==> src/rtl/fpsa_pkg.sv <==
// Shared types and codes for the fit-policy segment allocator.
// No dependencies; imported by the controller, datapath and top level.
`default_nettype none

package fpsa_pkg;

  localparam logic [7:0] FREE_MARK = 8'd46;  // '.' marks a free unit

  // Request kinds
  localparam logic [1:0] REQ_ALLOC   = 2'd0;
  localparam logic [1:0] REQ_FREE    = 2'd1;
  localparam logic [1:0] REQ_COMPACT = 2'd2;
  localparam logic [1:0] REQ_SHOW    = 2'd3;

  // Fit policies
  localparam logic [1:0] FIT_FIRST = 2'd0;
  localparam logic [1:0] FIT_BEST  = 2'd1;
  localparam logic [1:0] FIT_WORST = 2'd2;

  // Result status codes
  localparam logic [1:0] ST_DONE    = 2'd0;
  localparam logic [1:0] ST_NO_FIT  = 2'd1;
  localparam logic [1:0] ST_INVALID = 2'd2;

  localparam int IN_DATA_W  = 24;
  localparam int OUT_DATA_W = 72;

  // Controller -> datapath
  typedef struct packed {
    logic load_req;     // latch request, rewind counters
    logic clear_step;   // write free mark at scan index
    logic read_step;    // read unit at scan index
    logic run_close;    // close the pending free run at end of map
    logic alloc_write;  // write owner into the picked run
    logic fill_step;    // write free mark at compaction pointer
    logic push;         // load the result register
  } dp_cmd_t;

  // Datapath -> controller
  typedef struct packed {
    logic [1:0] req_kind;
    logic       req_invalid;
    logic       clear_last;
    logic       scan_last;
    logic       chunk_last;
    logic       show_done;
    logic       found;
    logic       alloc_last;
    logic       fill_done;
  } dp_status_t;

endpackage

`default_nettype wire

==> src/rtl/fpsa_datapath.sv <==
// Datapath of the segment allocator: unit owner memory, scan counters,
// run tracking, compaction pointer, show word assembly and result register.
// Depends on fpsa_pkg.
`default_nettype none

module fpsa_datapath #(
  parameter int MEM_UNITS = 64
) (
  input  wire                    clk,
  input  wire                    rst,
  input  wire fpsa_pkg::dp_cmd_t cmd,
  output fpsa_pkg::dp_status_t   sts,
  input  wire  [1:0]             in_req_type,
  input  wire  [7:0]             in_owner_name,
  input  wire  [6:0]             in_alloc_size,
  input  wire  [1:0]             in_fit_mode,
  output logic [1:0]             out_status,
  output logic [5:0]             out_start_unit,
  output logic [63:0]            out_owners_packed,
  output logic                   out_last_result
);
  import fpsa_pkg::*;

  localparam int AW = (MEM_UNITS > 1) ? $clog2(MEM_UNITS) : 1;
  localparam int CW = $clog2(MEM_UNITS + 1);
  localparam int SW = (CW > 7) ? CW : 7;
  localparam int SHOW_UNITS = (MEM_UNITS < 64) ? MEM_UNITS : 64;

  logic [7:0] mem [MEM_UNITS];

  // latched request
  logic [1:0] req_kind;
  logic [7:0] req_name;
  logic [6:0] req_size;
  logic [1:0] req_mode;

  logic [CW-1:0] idx;
  logic          rd_valid;
  logic [AW-1:0] rd_idx;
  logic [7:0]    rd_data;

  logic [AW-1:0] run_start;
  logic [CW-1:0] run_len;
  logic [AW-1:0] pick;
  logic [CW-1:0] pick_len;
  logic          found;
  logic [CW-1:0] wr_ptr;
  logic [63:0]   show_word;

  logic          we;
  logic [AW-1:0] waddr;
  logic [7:0]    wdata;
  logic          req_invalid;
  logic          run_fits;
  logic          run_take;
  logic          end_run;
  logic          rd_is_free;
  logic          is_alloc;
  logic          is_show;

  assign is_alloc   = (req_kind == REQ_ALLOC);
  assign is_show    = (req_kind == REQ_SHOW);
  assign rd_is_free = (rd_data == FREE_MARK);

  assign req_invalid = (is_alloc && (req_size == 7'd0 || req_name == FREE_MARK ||
                                     req_mode > FIT_WORST)) ||
                       (req_kind == REQ_FREE && req_name == FREE_MARK);

  // Run evaluation, shared by a used unit and the end of the map
  always_comb begin
    run_fits = SW'(run_len) >= SW'(req_size);
    case (req_mode)
      FIT_FIRST: run_take = run_fits && !found;
      FIT_BEST:  run_take = run_fits && (!found || run_len < pick_len);
      default:   run_take = run_fits && (!found || run_len > pick_len);
    endcase
  end

  assign end_run = cmd.run_close || (rd_valid && is_alloc && !rd_is_free);

  // Single write port
  always_comb begin
    we    = 1'b0;
    waddr = idx[AW-1:0];
    wdata = FREE_MARK;
    if (cmd.clear_step) begin
      we = 1'b1;
    end else if (cmd.alloc_write) begin
      we    = 1'b1;
      waddr = pick + wr_ptr[AW-1:0];
      wdata = req_name;
    end else if (cmd.fill_step) begin
      we    = 1'b1;
      waddr = wr_ptr[AW-1:0];
    end else if (rd_valid && req_kind == REQ_FREE && rd_data == req_name) begin
      we    = 1'b1;
      waddr = rd_idx;
    end else if (rd_valid && req_kind == REQ_COMPACT && !rd_is_free) begin
      // wr_ptr trails the read index, so unread units are never overwritten
      we    = 1'b1;
      waddr = wr_ptr[AW-1:0];
      wdata = rd_data;
    end
  end

  always_ff @(posedge clk) begin
    if (we) begin
      mem[waddr] <= wdata;
    end
    rd_data <= mem[idx[AW-1:0]];
  end

  always_ff @(posedge clk) begin
    if (rst) begin
      idx      <= '0;
      rd_valid <= 1'b0;
    end else begin
      rd_valid <= cmd.read_step;
      if (cmd.load_req) begin
        idx <= '0;
      end else if (cmd.clear_step || cmd.read_step) begin
        idx <= idx + CW'(1);
      end
    end
  end

  always_ff @(posedge clk) begin
    rd_idx <= idx[AW-1:0];
    if (cmd.load_req) begin
      req_kind  <= in_req_type;
      req_name  <= in_owner_name;
      req_size  <= in_alloc_size;
      req_mode  <= in_fit_mode;
      run_len   <= '0;
      found     <= 1'b0;
      wr_ptr    <= '0;
      show_word <= '0;
    end else begin
      // free run tracking for allocate
      if (end_run) begin
        if (run_take) begin
          pick     <= run_start;
          pick_len <= run_len;
          found    <= 1'b1;
        end
        run_len <= '0;
      end else if (rd_valid && is_alloc) begin
        if (run_len == '0) begin
          run_start <= rd_idx;
        end
        run_len <= run_len + CW'(1);
      end

      if (cmd.alloc_write || cmd.fill_step ||
          (rd_valid && req_kind == REQ_COMPACT && !rd_is_free)) begin
        wr_ptr <= wr_ptr + CW'(1);
      end

      if (cmd.push) begin
        show_word <= '0;
      end else if (rd_valid && is_show) begin
        show_word[{rd_idx[2:0], 3'b000} +: 8] <= rd_data;
      end
    end
  end

  // Result register payload
  always_ff @(posedge clk) begin
    if (cmd.push) begin
      if (req_invalid) begin
        out_status <= ST_INVALID;
      end else if (is_alloc && !found) begin
        out_status <= ST_NO_FIT;
      end else begin
        out_status <= ST_DONE;
      end
      out_start_unit    <= (is_alloc && !req_invalid && found) ? 6'(pick) : 6'd0;
      out_owners_packed <= is_show ? show_word : 64'd0;
      out_last_result   <= !is_show || (idx == CW'(SHOW_UNITS));
    end
  end

  always_comb begin
    sts.req_kind    = req_kind;
    sts.req_invalid = req_invalid;
    sts.clear_last  = (idx == CW'(MEM_UNITS - 1));
    sts.scan_last   = (idx == CW'(MEM_UNITS - 1));
    sts.chunk_last  = (idx[2:0] == 3'b111) || (idx == CW'(SHOW_UNITS - 1));
    sts.show_done   = (idx == CW'(SHOW_UNITS));
    sts.found       = found;
    sts.alloc_last  = (SW'(wr_ptr) + SW'(1)) == SW'(req_size);
    sts.fill_done   = (wr_ptr == CW'(MEM_UNITS));
  end

endmodule

`default_nettype wire

==> src/rtl/fpsa_ctrl.sv <==
// Controller state machine of the segment allocator: sequences the
// clearing pass, scans, writes and result pushes; holds the output valid.
// Depends on fpsa_pkg.
`default_nettype none

module fpsa_ctrl (
  input  wire                   clk,
  input  wire                   rst,
  input  wire                   in_valid,
  output logic                  in_ready,
  output logic                  out_valid,
  input  wire                   out_ready,
  output fpsa_pkg::dp_cmd_t     cmd,
  input  wire fpsa_pkg::dp_status_t sts
);
  import fpsa_pkg::*;

  typedef enum logic [3:0] {
    S_CLEAR,
    S_IDLE,
    S_DISPATCH,
    S_SCAN,
    S_DRAIN,
    S_CLOSE,
    S_ALLOC_WR,
    S_FILL,
    S_RESP,
    S_SHOW_RD,
    S_SHOW_DRAIN,
    S_SHOW_PUSH
  } state_t;

  state_t state;
  state_t state_next;
  logic   out_free;

  assign out_free = !out_valid || out_ready;
  assign in_ready = (state == S_IDLE);

  always_comb begin
    state_next = state;
    cmd        = '0;
    unique case (state)
      S_CLEAR: begin
        cmd.clear_step = 1'b1;
        if (sts.clear_last) begin
          state_next = S_IDLE;
        end
      end
      S_IDLE: begin
        if (in_valid) begin
          cmd.load_req = 1'b1;
          state_next   = S_DISPATCH;
        end
      end
      S_DISPATCH: begin
        if (sts.req_invalid) begin
          state_next = S_RESP;
        end else if (sts.req_kind == REQ_SHOW) begin
          state_next = S_SHOW_RD;
        end else begin
          state_next = S_SCAN;
        end
      end
      S_SCAN: begin
        cmd.read_step = 1'b1;
        if (sts.scan_last) begin
          state_next = S_DRAIN;
        end
      end
      S_DRAIN: begin
        case (sts.req_kind)
          REQ_ALLOC:   state_next = S_CLOSE;
          REQ_COMPACT: state_next = S_FILL;
          default:     state_next = S_RESP;
        endcase
      end
      S_CLOSE: begin
        cmd.run_close = 1'b1;
        state_next    = S_ALLOC_WR;
      end
      S_ALLOC_WR: begin
        if (!sts.found) begin
          state_next = S_RESP;
        end else begin
          cmd.alloc_write = 1'b1;
          if (sts.alloc_last) begin
            state_next = S_RESP;
          end
        end
      end
      S_FILL: begin
        if (sts.fill_done) begin
          state_next = S_RESP;
        end else begin
          cmd.fill_step = 1'b1;
        end
      end
      S_RESP: begin
        if (out_free) begin
          cmd.push   = 1'b1;
          state_next = S_IDLE;
        end
      end
      S_SHOW_RD: begin
        cmd.read_step = 1'b1;
        if (sts.chunk_last) begin
          state_next = S_SHOW_DRAIN;
        end
      end
      S_SHOW_DRAIN: begin
        state_next = S_SHOW_PUSH;
      end
      S_SHOW_PUSH: begin
        if (out_free) begin
          cmd.push   = 1'b1;
          state_next = sts.show_done ? S_IDLE : S_SHOW_RD;
        end
      end
      default: begin
        state_next = S_IDLE;
      end
    endcase
  end

  always_ff @(posedge clk) begin
    if (rst) begin
      state     <= S_CLEAR;
      out_valid <= 1'b0;
    end else begin
      state <= state_next;
      if (cmd.push) begin
        out_valid <= 1'b1;
      end else if (out_ready) begin
        out_valid <= 1'b0;
      end
    end
  end

endmodule

`default_nettype wire

==> src/rtl/fit_policy_segment_allocator.sv <==
// Contiguous segment allocator (first, best or worst fit) over an owner map.
// Top level: joins fpsa_ctrl and fpsa_datapath. Depends on fpsa_pkg.
//
// Usage:
//   Requests enter on the s_axis channel, one word per request: allocate,
//   free, compact or show. Results leave on m_axis; allocate, free and
//   compact give one word each, show gives one word per eight units
//   (at most eight words, first 64 units), m_axis_tlast on the final one.
//   The unit map lives in a single-port-write, single-port-read memory with
//   registered read data; every valid request walks it one unit per cycle,
//   a show request pausing after each eight units until its word is loaded;
//   an invalid request skips the walk and goes straight to its result.
//   The next request is accepted once the result is loaded into the output
//   register, even while m_axis is stalled; a stalled output holds the
//   following result back until the register is taken.
//   After reset a clearing pass marks all MEM_UNITS units free, with
//   s_axis_tready low.
`default_nettype none

module fit_policy_segment_allocator #(
  parameter int MEM_UNITS = 64
) (
  input  wire         clk,
  input  wire         rst,
  input  wire         s_axis_tvalid,
  output logic        s_axis_tready,
  // req_type[1:0], owner_name[9:2], alloc_size[16:10], fit_mode[18:17], zero pad
  input  wire  [23:0] s_axis_tdata,
  output logic        m_axis_tvalid,
  input  wire         m_axis_tready,
  // status[1:0], start_unit[7:2], owners_packed[71:8]
  output logic [71:0] m_axis_tdata,
  output logic        m_axis_tlast
);
  import fpsa_pkg::*;

  dp_cmd_t    cmd;
  dp_status_t sts;
  logic [1:0]  res_status;
  logic [5:0]  res_start;
  logic [63:0] res_packed;

  fpsa_ctrl u_ctrl (
    .clk       (clk),
    .rst       (rst),
    .in_valid  (s_axis_tvalid),
    .in_ready  (s_axis_tready),
    .out_valid (m_axis_tvalid),
    .out_ready (m_axis_tready),
    .cmd       (cmd),
    .sts       (sts)
  );

  fpsa_datapath #(
    .MEM_UNITS (MEM_UNITS)
  ) u_datapath (
    .clk               (clk),
    .rst               (rst),
    .cmd               (cmd),
    .sts               (sts),
    .in_req_type       (s_axis_tdata[1:0]),
    .in_owner_name     (s_axis_tdata[9:2]),
    .in_alloc_size     (s_axis_tdata[16:10]),
    .in_fit_mode       (s_axis_tdata[18:17]),
    .out_status        (res_status),
    .out_start_unit    (res_start),
    .out_owners_packed (res_packed),
    .out_last_result   (m_axis_tlast)
  );

  assign m_axis_tdata = {res_packed, res_start, res_status};

endmodule

`default_nettype wire

==> config.mk <==
export PLATFORM = sky130hd
export DESIGN_NAME = fit_policy_segment_allocator
export DESIGN_NICKNAME = d
export VERILOG_FILES = /design/src/rtl/fpsa_pkg.sv /design/src/rtl/fpsa_datapath.sv /design/src/rtl/fpsa_ctrl.sv /design/src/rtl/fit_policy_segment_allocator.sv
export SDC_FILE = /design/constraint.sdc
export NUM_CORES = 1
export LEC_CHECK = 0
export BUFFER_PORTS_ARGS = -buffer_cell sky130_fd_sc_hd__buf_2
export CAP_MARGIN = 0
export CORE_UTILIZATION = 50
export CTS_BUF_LIST = sky130_fd_sc_hd__clkbuf_8 sky130_fd_sc_hd__clkbuf_16
export DETAILED_ROUTE_END_ITERATION = 7
export PLACE_DENSITY_LB_ADDON = 0.3
export SLEW_MARGIN = 20
export SYNTH_ARGS = -nofsm -noshare
export SYNTH_HDL_FRONTEND = slang
export SYNTH_SLANG_ARGS = --single-unit
export TNS_END_PERCENT = 100
==> constraint.sdc <==
create_clock -name clk -period 7.6 [get_ports clk]
set_clock_uncertainty 0.15 [all_clocks]
set_input_delay 1.52 -clock clk [delete_from_list [all_inputs] [get_ports clk]]
set_output_delay 1.52 -clock clk [all_outputs]
set_load 0.005 [all_outputs]
Word level (Yosys, flattened, before mapping)
Memories as Yosys holds them, arrays and structs flattened. A register that Yosys moved wholly into a read port is not among the register bits.
Index checks and enable logic that the tools add are counted.
- logic and storage cells: 159
- output and inout bits: 75
- memories kept: 1
- input port bits: 28
- register bits after elaboration: 209
- memory bits (writable): 512
- memory list (memory ; words ; bits a word ; read ports ; clocked after Yosys merged registers in ; write ports ; line ; RTL):
    u_datapath.mem ; 64 ; 8 ; 1 ; 1 ; 1 ; fpsa_datapath.sv:29 ; logic [7:0] mem [MEM_UNITS];
- $add $sub $neg: 5
- reduce and logical (&&, ||, !) cells: 47
- bitwise operators: 2
- mux-type cells: 47
- order comparisons: 4
- equality and inequality tests: 31
- shift-type cells: 2
- operators with widths (kind ; number):
    $bwmux 64 ; 1
    $shift 8x8->64 const A ; 1
    $shiftx 8x8->64 ; 1
    $mux 4 ; 12
    $pmux 4 s12 ; 1
    $mux 8 ; 5
    $mux 6 ; 5
    $add 7x1->7 const B ; 3
    $mux 1 ; 21
    $eq 4x3->1 const B ; 4
    $eq 4x4->1 const B ; 4
    $eq 8x6->1 const B ; 2
    $logic_and 1x1->1 ; 15
    $eq 7x7->1 const B ; 2
    $logic_not 7->1 ; 2
    $logic_or 1x1->1 ; 12
    $ne 2x2->1 const B ; 5
    $reduce_or 2->1 ; 5
    $eq 4x2->1 const B ; 2
    $eq 8x8->1 ; 1
    $neg 6->8 ; 1
    $pmux 4 s2 ; 1
    $reduce_and 8->1 ; 1
    $eq 7x6->1 const B ; 1
    21 further kinds ; 30

Depth between registers and ports, before layout
Gate-level depths: netlist of the first run.
- word-level depth: 10
- gate-level depth with buffers: 11
- mapped depth without buffers: 9

Cells and area by module
Synthesis of the first run repeated with hierarchy kept, for this count alone.
- cells, all modules: 1699
- area, all modules: 29568.4 µm²
- modules (own cells, without submodules) (module ; seq. area each (µm²) ; area an instance (µm²) ; cells an instance ; instances):
    fpsa_datapath ; 20729.9 ; 29069.1 ; 1630 ; 1
    fpsa_ctrl ; 100.1 ; 499.2 ; 69 ; 1

Worst setup path before layout of the first run
No wires, ideal clock.
- kind: input to register
- from: input port m_axis_tready
- to: register u_datapath.show_word[0]
- required time: 7.322 ns
- path slack: 1.460 ns
- data arrival time: 5.862 ns
- stages: 6
- path through: nand2b_1 nor2b_1 nand2b_1 clkbuf_1 buf_1 nor2_1
- RTL lines (item ; line ; RTL):
    from (decl) ; fit_policy_segment_allocator.sv:30 ; input wire m_axis_tready,
    to (signal, indexed assignment) ; fpsa_datapath.sv:162 ; show_word[{rd_idx[2:0], 3'b000} +: 8] <= rd_data;
    to (decl) ; fpsa_datapath.sv:48 ; logic [63:0] show_word;

Worst setup path after layout of the first run
- from: register u_datapath.rd_data[2], read port of u_datapath.mem
- to: memory u_datapath.mem[0][3], enable pin
- word-level cells in the longest chain between the ends: 10
- elaborated cells on any way between the ends: 17
- classes of those cells: eq/ne: 2; mux: 12; reduce/logical: 3
- ends and longest elaborated chain (item ; line ; RTL):
    from (decl) ; fpsa_datapath.sv:40 ; logic [7:0] rd_data;
    $eq 8x6->1 ; fpsa_datapath.sv:63 ; assign rd_is_free = (rd_data == FREE_MARK);
    $logic_not 1->1 ; fpsa_datapath.sv:98 ; end else if (rd_valid && req_kind == REQ_COMPACT && !rd_is_free) begin
    $logic_and 1x1->1 ; fpsa_datapath.sv:98 ;
    $mux 1 ; fpsa_datapath.sv:98 ;
    $mux 1 ; fpsa_datapath.sv:95 ; end else if (rd_valid && req_kind == REQ_FREE && rd_data == req_name) begin
    $mux 1 ; fpsa_datapath.sv:92 ; end else if (cmd.fill_step) begin
    $mux 1 ; fpsa_datapath.sv:88 ; end else if (cmd.alloc_write) begin
    $mux 1 ; fpsa_datapath.sv:86 ; if (cmd.clear_step) begin
    $mux 1 ; fpsa_datapath.sv:107 ; if (we) begin
    $mux 1 (implied by the code) ; fpsa_datapath.sv:108 ; mem[waddr] <= wdata;
    to (decl) ; fpsa_datapath.sv:29 ;
Several ways; a longest one is shown, not always the timed one.

==> results.ini, run 1 <==
[detailed_routing]
wl_microns = 65100
ant_nets = 0
num_vias = 15900
via_per_inst = 5.98
firstDrtPassIters = 5
routedWlPerCell_microns = 24.5
drc_errors = 0
initialDrtViolationCount = 1520

[yosys]
async_reset_ff_frac = 0
avgSynthCellArea_sq_um = 17.0
synth_common_cells = edfxtp_1, mux4_2, dfxtp_1
syn_nets = 1796
synth_cell_types = 68
netlist_instances = 1736
syn_area_sq_um = 29500
yosysWarnings = 0
synth.most_common_cell = edfxtp_1
yosysTopAreaCell = edfxtp_1
synth_flop_cell = edfxtp_1
ys_seq_elements = 729
ys_seq_area_frac = 0.705
synth-edff-count = 623
yosys-top-cells-area = edfxtp_1, mux4_2, dfxtp_1
synth_top_cell_area_share = 0.633

[placed_design]
placedInstanceArea_sq_um = 31000
place_congestion = 0.856
dpl.hpwl_microns = 39500
dp_cells = 2525
pre_cts_slack_ps = 2710
io_buffers = 97

[setup_path]
cp_common_cell = nand3_1
critical-path-max-stage-delay_ps = 1090
cp.buffers_inverters = 0
cp-start-kind = flip-flop
rr_worst_depth = 7
rrSetupSlack_ps = 2660
crit_path_start = u_datapath.rd_data[2]
r2r-start = u_datapath.rd_data[2]
endpoint = u_datapath.mem[0][3]
cp_cell_sequence = xor2_1 -> nor4_1 -> nand3_1 -> mux2i_1 -> o21ai_0 -> nand3_1 -> nor4_2
cp.depth = 7
worstPathRequired_ps = 7670
worstSetupPathType = flip-flop to flip-flop
cp-end-kind = flip-flop
worstPathArrival_ps = 5000
cpMaxStageDelayCell = nor4_2
worst_r2r_endpoint = u_datapath.mem[0][3]
path_delay_family = simple AND/OR/NAND/NOR gates
crit_path_max_fanout = 11

[pwr]
cell_internal_pwr_mw = 7.29
seqPwrFrac = 0.471
p_leak_nw = 11.0
p_switching_mw = 2.97
switching_share = 0.289
combPwrFrac = 0.192
p_per_area_nw_per_um2 = 308
ir_worst_vdd_mv = 0.203
p_clk_frac = 0.338
p_total_mw = 10.3

[clocking]
cts_buffer_depth = 3
h-tree-depth = 3
numCtsBuffers = 73
cts.reportedPaths.clkPinSlew_ps = 60
clock-sinks = 729
cts_resized = 0
cts_tree = built
post-cts-setup-buffers = 0
cts_hold_buffers = 0
clock_latency_ps = 610
cts_root_buffer = clkbuf_16

[finish]
fin_util = 0.574
fillerInstances = 4339
multiInputGateArea_sq_um = 8210
drive_above_1_share = 0.244
synthToLayoutAreaGrowth_pct = 12.7
layout.cells.non_filler = 2657
regArea_sq_um = 20800
design_area_sq_um = 33300
nNetsFinal = 1895
antenna_cells = 0

[sta]
hold_slack_ps = 271
rsz0062_at_grt = no
worst_slew_pin_slew_ps = 1060
period_needed_ps = 4940
finalHoldViolations = 0
setup_viol = 0
slew_headroom = 0.296
fmax_mhz = 203
worst_slack_ps = 2660
report.final.slew_viol_count = 0
tns_ps = 0
fin_crit_sh = 0.650

[run]
drv_cap = 0

[die]
rows = 88
die_h_microns = 245
start_util = 0.509
die_area_sq_um = 60100
core_area_sq_um = 58000
io_pins = 103
die_w_microns = 245

[grt]
first_global_vias = 15900
grt_pass1_wl_microns = 98600
grt_max_degree = 75
antenna_found_initial = 1
grt-ovfl-total = 0
track_usage = 0.222

[hold_path]
hold_path_class = flip-flop to flip-flop
min_path_cells = 0
min-delay-start = u_datapath.run_start[1]

[outcome]
status = finished, final reports clean

[registers in the layout, summed over array words and instances, names as in the netlist]
signal                        cells
u_datapath.show_word             64
u_ctrl.state                      4
u_datapath.out_start_unit         6
u_datapath.run_start              6
u_ctrl.out_valid                  1
u_datapath.rd_data                8
u_datapath.req_size               7
u_datapath.out_last_result        1
u_datapath.found                  1
u_datapath.rd_valid               1
u_datapath.wr_ptr                 7
u_datapath.pick_len               7
u_datapath.req_mode               2
u_datapath.mem                  512
u_datapath.run_len                7
u_datapath.rd_idx                 6
u_datapath.req_kind               2
u_datapath.pick                   6
u_datapath.req_name               8
u_datapath.out_status             2
u_datapath.out_owners_packed     64
u_datapath.idx                    7
[worst min-delay path by stage]
stage | end | slack (ps)
after floorplan | u_datapath.rd_idx[1] | 200
after global placement | u_datapath.pick[2] | 250
after detailed placement | u_datapath.pick[1] | 260
after CTS | u_datapath.pick[1] | 270
after global routing | u_datapath.pick[0] | 270
final | u_datapath.pick[1] | 270
[layer usage]
metal | vias up | part of all wire | routed length (microns) | global-route usage
met2 | 596 | 0.48 | 31300 | 0.349
li1 | 7068 | - | - | -
met4 | 0 | 0.039 | 2560 | 0.0952
met5 | - | 0 | 0 | 0
met3 | 139 | 0.071 | 4650 | 0.0457
met1 | 8088 | 0.41 | 26600 | 0.300
[power by group through the flow]
| stage | Combinational, mW | Clock, mW | Sequential (mW) |
|---|---|---|---|
| 3_5_place_dp | 1.95 | 0 | 4.91 |
| 6_report | 1.96 | 3.46 | 4.83 |
| 2_1_floorplan | 1.56 | 0 | 4.66 |
| 3_3_place_gp | 1.93 | 0 | 4.90 |
| 4_1_cts | 1.96 | 3.52 | 4.83 |
| 5_1_grt | 2.10 | 3.67 | 4.85 |
[placed cells by master (no fill, tap or decap), drive strengths merged, types with 24 or more instances in the layout]
master | Yosys | routed
edfxtp | 623 | 623
mux4 | 166 | 166
buf | 49 | 144
dfxtp | 106 | 106
nand2 | 82 | 82
clkbuf | 71 | 78
and3 | 75 | 75
nor2 | 75 | 75
a21oi | 75 | 75
nand3 | 51 | 51
inv | 33 | 50
nor3 | 44 | 44
ha | 31 | 31
clkinv | 1 | 31
nor4 | 25 | 25
mux2i | 24 | 24
[worst reg2reg max path, cell delays in order (launching register included)]
cell,delay [ps]
dfxtp_1,810
xor2_1,150
nor4_1,550
nand3_1,440
mux2i_1,250
o21ai_0,390
nand3_1,710
nor4_2,1090
[logic make-up (layout without fill, tap and decap cells)]
kind of cell | after synthesis | count (layout) | synth area share
fa+ha+maj | 32 | 32 | 0.0138
simple gates | 430 | 430 | 0.0785
mux | 194 | 194 | 0.137
buf+inv | 154 | 310 | 0.0207
xor+xnor | 36 | 36 | 0.0107
compound gates | 161 | 161 | 0.0343
flops | 729 | 729 | 0.705
[area by class of cell]
cell class	count	share of cell area
tap	765	0.0287
timing repair buffer	144	0.0256
inverter	34	0.00383
sequential	729	0.626
clock inverter	54	0.0114
clock buffer	78	0.0579
multi-input combinational	853	0.247
No activity file was read; power rests on OpenSTA's default activity.
==> run 2: changes to the inputs <==
==> constraint.sdc (replaced) <==
create_clock -name clk -period 5 [get_ports clk]
set_clock_uncertainty 0.15 [all_clocks]
set_input_delay 1 -clock clk [delete_from_list [all_inputs] [get_ports clk]]
set_output_delay 1 -clock clk [all_outputs]
set_load 0.005 [all_outputs]
==> results.ini, run 2 (synthesis results as in run 1) <==
[sta]
report.final.slew_viol_count = 0
finalHoldViolations = 0
fin_crit_sh = 0.900
worst_slew_pin_slew_ps = 1050
tns_ps = 0
period_needed_ps = 4500
rsz0062_at_grt = no
fmax_mhz = 222
worst_slack_ps = 498
setup_viol = 0
slew_headroom = 0.295
hold_slack_ps = 268

[finish]
top_register = u_datapath.mem
reg_top3 = u_datapath.mem: 512 flops, u_datapath.out_owners_packed: 64 flops, u_datapath.show_word: 64 flops
layout_commonest_cell = edfxtp_1
drive_above_1_share = 0.264
fin_util = 0.583
design_area_sq_um = 33800
nNetsFinal = 1942
fillerInstances = 4259
largest_register_ffs = 512
antenna_cells = 0
synthToLayoutAreaGrowth_pct = 14.5
layout.cells.non_filler = 2704
mostFrequentLayoutCells = edfxtp_1, mux4_2, dfxtp_1, buf_2, buf_4

[grt]
antenna_found_initial = 0
grt_max_degree = 74
grt_pass1_wl_microns = 98100
track_usage = 0.217
grt-ovfl-total = 0
first_global_vias = 16000

[setup_path]
worstPathArrival_ps = 4580
critical-path-max-stage-delay_ps = 730
cp_cell_sequence = or4_4 -> o211a_1 -> mux2_1 -> o211ai_1 -> a21oi_1 -> or4b_1 -> nor3_2
cp-start-kind = flip-flop
worstPathRequired_ps = 5080
cp-end-kind = flip-flop
crit_path_max_fanout = 11
worstSetupPathType = flip-flop to flip-flop
cpMaxStageDelayCell = or4b_1

[clocking]
cts_root_buffer = clkbuf_16
post-cts-setup-buffers = 0
cts_buffer_depth = 3
cts.reportedPaths.clkPinSlew_ps = 60
cts_resized = 0
h-tree-depth = 3
numCtsBuffers = 73
clock_latency_ps = 620
cts_tree = built
cts_hold_buffers = 0
clock-sinks = 729

[die]
die_w_microns = 245
core_area_sq_um = 58000
start_util = 0.509
die_area_sq_um = 60100
rows = 88
die_h_microns = 245
io_pins = 103

[detailed_routing]
via_per_inst = 5.96
drc_errors = 0
initialDrtViolationCount = 1505
routedWlPerCell_microns = 23.8
ant_nets = 0
wl_microns = 64300
firstDrtPassIters = 5
num_vias = 16100

[placed_design]
io_buffers = 97
dpl.hpwl_microns = 40900
place_congestion = 0.851
dp_cells = 2571
pre_cts_slack_ps = 600
placedInstanceArea_sq_um = 31300

[pwr]
p_total_mw = 16.0
p_leak_nw = 11.4
p_per_area_nw_per_um2 = 472
ir_worst_vdd_mv = 0.351

[outcome]
status = finished, final reports clean

[run]
drv_cap = 0

[hold_path]
hold_path_class = flip-flop to flip-flop

## run 2: cell types whose count changed in the layout (fill, tap and decap cells not counted), moves of 2 or more
cell | before | now
clkinv_2 | 11 | 7
buf_12 | 1 | 3
clkinv_8 | 1 | 3
nor4_2 | 1 | 4
clkinv_1 | 18 | 12
buf_4 | 46 | 90
nor4_4 | 3 | 0
bufinv_16 | 5 | 11
clkbuf_16 | 76 | 74
inv_1 | 48 | 50
## run 2: critical path, delay by kind of cell, from the launching register on
| family | cells | cell delay [ps] |
|---|---|---|
| simple gates | 3 | 2030 |
| flops | 1 | 520 |
| compound gates | 3 | 1130 |
| mux | 1 | 270 |
## run 2: worst paths after layout
kind | start | to | slack (ps) | cells past startpoint
setup / recovery | u_datapath.rd_data[7] | u_datapath.mem[55][1] | 500 | 7
hold / removal | u_datapath.run_start[1] | u_datapath.pick[1] | 270 | 0
setup reg to reg | u_datapath.rd_data[7] | u_datapath.mem[55][1] | 500 | 7
hold reg to reg | u_datapath.run_start[1] | u_datapath.pick[1] | 270 | 0
## run 2: cell type report
cell class	instances	area [sq um]	share of cell area
repair buffers	191	1250	0.0369
clock buffers	76	1880	0.0556
multi-input cells	853	8180	0.242
clock inverters	56	588	0.0174
well taps	765	957	0.0283
inverters	34	128	0.00377
flip-flops and latches	729	20800	0.616
## run 2: power by group
part	leakage, nW	internal, mW	switching (mW)
sequential	6.51	6.88	0.355
combinational	3.59	1.24	1.94
clock	1.26	3.31	2.27
total	11.4	11.4	4.56
## run 2: layer usage
layer | wire [microns] | share of wire | vias to the layer above | track usage
li1 | - | - | 7180 | -
met1 | 26900 | 0.42 | 8234 | 0.300
met2 | 31500 | 0.49 | 604 | 0.352
met3 | 4220 | 0.066 | 108 | 0.0400
met4 | 1590 | 0.025 | 0 | 0.0651
met5 | 0 | 0 | - | 0
